### config.mk
export PLATFORM = sky130hd
export DESIGN_NAME = bounded_fifo_with_key_search
export DESIGN_NICKNAME = d
export VERILOG_FILES = /design/src/rtl/core/bfks_pkg.sv /design/src/rtl/core/bounded_fifo_with_key_search.sv
export SDC_FILE = /design/constraint.sdc
export NUM_CORES = 1
export LEC_CHECK = 0
export BUFFER_PORTS_ARGS = -buffer_cell sky130_fd_sc_hd__buf_4
export CORE_ASPECT_RATIO = 0.5
export CORE_MARGIN = 8
export CORE_UTILIZATION = 55
export CTS_CLUSTER_SIZE = 12
export DETAILED_ROUTE_END_ITERATION = 10
export HOLD_SLACK_MARGIN = 0.12
export PLACE_DENSITY = 0.71
export SLEW_MARGIN = 10
export SYNTH_ARGS = -nofsm -noshare
export SYNTH_HDL_FRONTEND = slang
export SYNTH_SLANG_ARGS = --single-unit
### constraint.sdc
create_clock -name clock -period 10.65 [get_ports clock]
set_input_delay 0.5325 -clock clock [delete_from_list [all_inputs] [get_ports clock]]
set_output_delay 0.5325 -clock clock [all_outputs]
set_load 0.1 [all_outputs]
### src/rtl/core/bfks_pkg.sv
// Shared types and codes for the bounded FIFO with key search.
// No dependencies; imported by bounded_fifo_with_key_search.
`timescale 1ns / 1ps

package bfks_pkg;

   localparam int CODE_W  = 32;
   localparam int LABEL_W = 64;

   typedef enum logic [1:0] {
      OP_ENQUEUE = 2'd0,
      OP_DEQUEUE = 2'd1,
      OP_SEARCH  = 2'd2,
      OP_LIST    = 2'd3
   } op_type;

   typedef enum logic [2:0] {
      STATUS_DONE      = 3'd0,
      STATUS_OVERFLOW  = 3'd1,
      STATUS_UNDERFLOW = 3'd2,
      STATUS_EMPTY     = 3'd3,
      STATUS_NOT_FOUND = 3'd4
   } status_type;

   typedef enum logic [1:0] {
      FSM_IDLE = 2'd0,
      FSM_EXEC = 2'd1,
      FSM_WALK = 2'd2
   } fsm_type;

endpackage

### src/rtl/core/bounded_fifo_with_key_search.sv
// Bounded FIFO of code/label records with search by code and full listing.
// Depends on bfks_pkg for operation, status and sequencer state codes.
//
//  channel | direction | handshake            | payload
//  req     | in        | req_valid/req_stall  | operation, key_code, label_in
//  rsp     | out       | rsp_valid/rsp_stall  | status, code_out, label_out, last
//
// Enqueue and dequeue complete in the EXEC state. Search and list then walk
// the queue in the WALK state: one comparator steps through the record memory,
// one slot per cycle while rsp_stall is low, through its registered read port.
// A list transaction delivers one result per cycle while rsp_stall is low;
// rsp_stall high holds the sequencer on the pending record.
// Synchronous reset empties the queue; no clearing pass is needed.
`timescale 1ns / 1ps

module bounded_fifo_with_key_search
   import bfks_pkg::*;
#(
   parameter int DEPTH      = 10,
   parameter int LABEL_BITS = 64
) (
   input  logic                      clock,
   input  logic                      reset,
   input  logic                      req_valid,
   output logic                      req_stall,
   input  logic [1:0]                req_operation,
   input  logic signed [CODE_W-1:0]  req_key_code,
   input  logic [LABEL_W-1:0]        req_label_in,
   output logic                      rsp_valid,
   input  logic                      rsp_stall,
   output logic [2:0]                rsp_status,
   output logic signed [CODE_W-1:0]  rsp_code_out,
   output logic [LABEL_W-1:0]        rsp_label_out,
   output logic                      rsp_last
);

   localparam int SLOT_W = (DEPTH > 1) ? $clog2(DEPTH) : 1;
   localparam int CNT_W  = $clog2(DEPTH + 1);
   localparam logic [SLOT_W-1:0] LAST_SLOT = SLOT_W'(DEPTH - 1);
   localparam logic [CNT_W-1:0]  FULL_CNT  = CNT_W'(DEPTH);

   logic signed [CODE_W-1:0] code_mem [DEPTH];
   logic [LABEL_BITS-1:0]    label_mem [DEPTH];

   fsm_type state_ff, state_in;

   op_type                   op_ff;
   logic signed [CODE_W-1:0] key_ff;
   logic [LABEL_BITS-1:0]    label_ff;

   logic [SLOT_W-1:0] head_ff, head_in;
   logic [SLOT_W-1:0] tail_ff, tail_in;
   logic [CNT_W-1:0]  count_ff, count_in;
   logic [SLOT_W-1:0] walk_slot_ff, walk_slot_in;
   logic [CNT_W-1:0]  walk_idx_ff, walk_idx_in;

   logic signed [CODE_W-1:0] code_rd_ff;
   logic [LABEL_BITS-1:0]    label_rd_ff;

   logic                     out_valid_ff, out_valid_in;
   status_type               out_status_ff;
   logic signed [CODE_W-1:0] out_code_ff;
   logic [LABEL_W-1:0]       out_label_ff;
   logic                     out_last_ff;

   logic       accept;
   logic       out_free;
   logic       emit;
   status_type emit_status;
   logic       emit_data;
   logic       emit_last;
   logic       mem_write;
   logic       walk_end;
   logic       match;

   function automatic logic [SLOT_W-1:0] next_slot(input logic [SLOT_W-1:0] s);
      next_slot = (s == LAST_SLOT) ? '0 : s + 1'b1;
   endfunction

   assign accept    = req_valid && !req_stall;
   assign req_stall = (state_ff != FSM_IDLE);
   assign out_free  = !out_valid_ff || !rsp_stall;
   assign walk_end  = ((walk_idx_ff + 1'b1) == count_ff);
   assign match     = (code_rd_ff == key_ff);

   always_comb begin
      state_in = state_ff;
      unique case (state_ff)
         FSM_IDLE: begin
            if (accept) state_in = FSM_EXEC;
         end
         FSM_EXEC: begin
            if (out_free) begin
               if ((op_ff == OP_SEARCH || op_ff == OP_LIST) && count_ff != '0) begin
                  state_in = FSM_WALK;
               end else begin
                  state_in = FSM_IDLE;
               end
            end
         end
         FSM_WALK: begin
            if (out_free && (walk_end || (op_ff == OP_SEARCH && match))) begin
               state_in = FSM_IDLE;
            end
         end
         default: state_in = FSM_IDLE;
      endcase
   end

   always_comb begin
      emit         = 1'b0;
      emit_status  = STATUS_DONE;
      emit_data    = 1'b0;
      emit_last    = 1'b1;
      mem_write    = 1'b0;
      head_in      = head_ff;
      tail_in      = tail_ff;
      count_in     = count_ff;
      walk_slot_in = walk_slot_ff;
      walk_idx_in  = walk_idx_ff;
      unique case (state_ff)
         FSM_IDLE: begin
         end
         FSM_EXEC: begin
            walk_slot_in = head_ff;
            walk_idx_in  = '0;
            if (out_free) begin
               unique case (op_ff)
                  OP_ENQUEUE: begin
                     emit = 1'b1;
                     if (count_ff == FULL_CNT) begin
                        emit_status = STATUS_OVERFLOW;
                     end else begin
                        mem_write = 1'b1;
                        tail_in   = next_slot(tail_ff);
                        count_in  = count_ff + 1'b1;
                     end
                  end
                  OP_DEQUEUE: begin
                     emit = 1'b1;
                     if (count_ff == '0) begin
                        emit_status = STATUS_UNDERFLOW;
                     end else begin
                        head_in  = next_slot(head_ff);
                        count_in = count_ff - 1'b1;
                     end
                  end
                  default: begin
                     if (count_ff == '0) begin
                        emit        = 1'b1;
                        emit_status = STATUS_EMPTY;
                     end
                  end
               endcase
            end
         end
         FSM_WALK: begin
            if (out_free) begin
               if (op_ff == OP_LIST) begin
                  emit      = 1'b1;
                  emit_data = 1'b1;
                  emit_last = walk_end;
               end else if (match) begin
                  emit      = 1'b1;
                  emit_data = 1'b1;
               end else if (walk_end) begin
                  emit        = 1'b1;
                  emit_status = STATUS_NOT_FOUND;
               end
               if (!walk_end && !(op_ff == OP_SEARCH && match)) begin
                  walk_slot_in = next_slot(walk_slot_ff);
                  walk_idx_in  = walk_idx_ff + 1'b1;
               end
            end
         end
         default: begin
         end
      endcase
   end

   assign out_valid_in = emit || (out_valid_ff && rsp_stall);

   always_ff @(posedge clock) begin
      if (reset) begin
         state_ff     <= FSM_IDLE;
         head_ff      <= '0;
         tail_ff      <= '0;
         count_ff     <= '0;
         out_valid_ff <= 1'b0;
      end else begin
         state_ff     <= state_in;
         head_ff      <= head_in;
         tail_ff      <= tail_in;
         count_ff     <= count_in;
         out_valid_ff <= out_valid_in;
      end
   end

   always_ff @(posedge clock) begin
      walk_slot_ff <= walk_slot_in;
      walk_idx_ff  <= walk_idx_in;
      if (accept) begin
         op_ff    <= op_type'(req_operation);
         key_ff   <= req_key_code;
         label_ff <= req_label_in[LABEL_BITS-1:0];
      end
      if (emit) begin
         out_status_ff <= emit_status;
         out_code_ff   <= emit_data ? code_rd_ff : '0;
         out_label_ff  <= emit_data ? LABEL_W'(label_rd_ff) : '0;
         out_last_ff   <= emit_last;
      end
   end

   always_ff @(posedge clock) begin
      if (mem_write) begin
         code_mem[tail_ff]  <= key_ff;
         label_mem[tail_ff] <= label_ff;
      end
      code_rd_ff  <= code_mem[walk_slot_in];
      label_rd_ff <= label_mem[walk_slot_in];
   end

   assign rsp_valid     = out_valid_ff;
   assign rsp_status    = out_status_ff;
   assign rsp_code_out  = out_code_ff;
   assign rsp_label_out = out_label_ff;
   assign rsp_last      = out_last_ff;

endmodule
==> results.py <==
metrics = {
    "synthesis": {
        "yosys.area.top_type_share_pct": 71.9,
        "synthFlopType": "edfxtp_1",
        "synth_top_family_by_area": "compound AO/OA/AOI/OAI gates",
        "synthAdderAreaFrac_pct": 0.247,
        "synth_area_um2": 48600,
        "synthMuxAreaShare_pct": 5.98,
        "yosys.area_share.xor_xnor_pct": 0.804,
        "synthArstFlopShare_pct": 0,
        "yosysSeqAreaShare_pct": 76.6,
        "synthTopCellsByArea": "edfxtp_1 72%, mux2i_1 6.0%, dfxtp_1 4.7%",
        "synthSimpleGateAreaFrac_pct": 6.99,
        "synth_edf_count": 1162,
        "syn-num-nets": 3047,
        "synth_top_area_cell": "edfxtp_1",
        "synth-seq-cells": 1277,
        "synthCells": 2936,
        "ys_warn_count": 0,
        "synth-compound-area-share_pct": 7.31,
        "synth.avg_cell_area_um2": 16.5,
        "synth_cell_types": 51,
    },
    "placement": {
        "dp_cells": 4173,
        "port_buffers": 203,
        "hpwlAfterDp_um": 50400,
        "place.gp.congestion": 0.764,
    },
    "global_routing": {
        "use_met3_pct": 3.36,
        "use_met2_pct": 36.4,
        "grt_overflow": 0,
        "grt_start_max_net_pins": 164,
        "grt_pass1_vias": 26430,
        "grt_use_met1_pct": 27.9,
        "antenna_found_initial": 1,
        "busiest_layer": "met2",
        "track_usage_pct": 21.0,
        "grt_pass1_wl_um": 159000,
    },
    "die": {
        "die_h_um": 226,
        "io_pins": 204,
        "start_util_pct": 55.3,
        "die_area_um2": 98600,
        "core_region_area_um2": 87900,
        "fp.dieW_um": 436,
        "fp-row-count": 77,
    },
    "power": {
        "switching_power_w": 0.00246,
        "combPwrFrac_pct": 9.4,
        "fin_total_pwr_w": 0.0106,
        "peakVddDrop_uv": 150,
        "p_leak_nw": 21.0,
        "p_sw_share_pct": 23.3,
        "clkPwrFrac_pct": 35.9,
        "powerDensity_nw_per_um2": 190,
        "p_int_w": 0.00810,
        "p_seq_share_pct": 54.7,
    },
    "finish": {
        "fillCellCount": 6167,
        "seqCellArea_um2": 37200,
        "final_cell_mix": "1162 x edfxtp_1, 304 x nand2_1, 289 x mux2i_1",
        "nNetsFinal": 3317,
        "drive_gt1_share_pct": 14.5,
        "multi_input_comb_area_um2": 10500,
        "final_cells": 4484,
        "final_common_cell": "edfxtp_1",
        "area_growth_pct": 14.3,
    },
    "setup_path": {
        "rr_endpoint": "code_rd_ff[6]",
        "crit_type": "flip-flop to flip-flop",
        "cp.required_ns": 11.29,
        "crit_path_start_kind": "flip-flop",
        "timing.rr.start": "key_ff[2]",
        "path_max_fanout": 69,
        "critPathCaptureType": "flip-flop",
        "critPathLaunch": "key_ff[2]",
        "worst_r2r_path_depth": 10,
        "cp-endpoint": "code_rd_ff[6]",
        "r2r_setup_slack_ns": 5.44,
        "arrival_ns": 5.86,
    },
    "clocking": {
        "holdBufCountCts": 99,
        "clkSinkCount": 1277,
        "clock_latency_ns": 0.71,
        "cts_made_buffers": 117,
        "root_buffer": "clkbuf_16",
        "clockBufferDepth": 3,
        "post-cts-setup-buffers": 0,
        "cts_resized": 0,
        "clk_pin_slew_worst_paths_ns": 0.06,
        "cts_tree": "done",
        "h-tree-depth": 3,
    },
    "sta": {
        "finalCritPeriodShare_pct": 48.9,
        "fmax_ghz": 0.192,
        "slew_headroom_pct": 25.7,
        "hold_violations": 0,
        "rsz0062_at_grt": "no",
        "timing.setup.tns_ns": 0,
        "worstMarginPinSlew_ns": 1.12,
        "drv_slew": 0,
        "period_needed_ns": 5.21,
        "finalClockSkew_ns": 0.0291,
        "setup_viol": 0,
    },
    "job": {
        "maxCapViolCount": 0,
    },
    "routing": {
        "wl_per_cell_um": 23.6,
        "ant_nets": 0,
        "dr.pass1.iters": 7,
        "avgViaCountPerCell": 5.81,
        "drtIter0Drc": 2331,
        "drc": 0,
        "num_vias": 26073,
        "routed_wl_um": 106000,
    },
    "status": {
        "status": "completed",
    },
    "worst_hold_path": {
        "hold_class": "input pin to flip-flop",
    },
}
state kept, by name, indices dropped and copies added (netlist names):
register	count
walk_slot_ff	4
rsp_status	3
key_ff	32
label_mem	640
code_rd_ff	32
rsp_label_out	64
rsp_last	1
code_mem	320
count_ff	4
rsp_code_out	32
label_rd_ff	64
walk_idx_ff	4
label_ff	64
head_ff	4
op_ff	2
rsp_valid	1
tail_ff	4
state_ff	2
stage by stage:
stage	utilization, %	worst slack, ns	instance area, µm²	hold slack (ns)
6_report	63.1	5.44	55500	0.370
5_1_grt	63.1	5.06	55500	0.358
4_1_cts	63.1	5.37	55500	0.319
3_5_place_dp	58.2	5.44	51100	0.488
3_3_place_gp	58.2	5.57	51100	0.487
2_1_floorplan	-	1.53	48600	0.465
power groups by stage:
stage | clock network (W) | registers [W] | logic, W
floorplan | 0 | 0.00600 | 0.000544
global placement | 0 | 0.00588 | 0.000944
detailed placement | 0 | 0.00588 | 0.000962
CTS | 0.00385 | 0.00578 | 0.000994
global route | 0.00405 | 0.00579 | 0.00106
finish | 0.00379 | 0.00577 | 0.000991
worst max-delay path, stage by stage (launching register included):
cell      delay (ns)
edfxtp_1        0.54
xor2_1          0.28
nor4_1          0.55
nand4_1         0.39
nor3_1          0.64
o21ai_4         0.33
nand2_4         0.83
buf_4           0.93
a211oi_1        0.22
o21bai_1        0.22
o221a_2         0.19
cell families (layout without fill, tap and decap cells):
| family | after synthesis | after routing |
|---|---|---|
| flip-flops | 1277 | 1277 |
| AND/OR/NAND/NOR | 679 | 679 |
| AO/OA/AOI/OAI | 433 | 433 |
| multiplexers | 290 | 290 |
| buffers and inverters | 205 | 567 |
| XOR/XNOR | 43 | 43 |
| adder cells (fa/ha/maj) | 9 | 9 |
| other | 0 | 1 |
cells in the mapped netlist (4+ instances only):
master / instances
clkbuf_1: 94
nor2_1: 28
dfxtp_1: 115
nand3_1: 8
buf_1: 4
nand4_1: 5
buf_6: 19
xnor2_1: 5
nand2b_1: 4
nor3_1: 11
nand2_1: 306
and2_1: 99
mux2i_1: 289
xor2_1: 37
edfxtp_1: 1162
buf_2: 68
inv_1: 14
o221a_2: 88
and3_1: 196
a21oi_1: 15
o21bai_1: 96
ha_1: 8
nor4_1: 11
o21ai_0: 16
a211oi_1: 192
o221a_1: 8
final cells by class:
type,count,area share [%]
antenna,1,0.00451
clock buffer,205,5.97
clock inverter,6,0.115
inverter,17,0.124
multi-input combinational,1454,19.0
sequential,1277,67.0
tap,1185,2.67
timing repair buffer,339,5.12
metal layers:
layer | wire [µm] | vias up
li1 | - | 11875
met1 | 45300 | 13267
met2 | 52200 | 784
met3 | 5650 | 147
met4 | 2600 | 0
met5 | 0 | -
how the worst min path moves through the flow:
stage	cells after the start	from	end	slack, ns
finish	4	req_valid	state_ff[0]	0.37
detailed placement	1	label_rd_ff[14]	rsp_label_out[14]	0.49
global placement	1	label_rd_ff[0]	rsp_label_out[0]	0.49
floorplan	2	head_ff[3]	head_ff[3]	0.47
CTS	4	req_valid	state_ff[0]	0.32
global route	4	req_valid	state_ff[0]	0.36
Note: power is estimated with default switching activity, not from simulation.
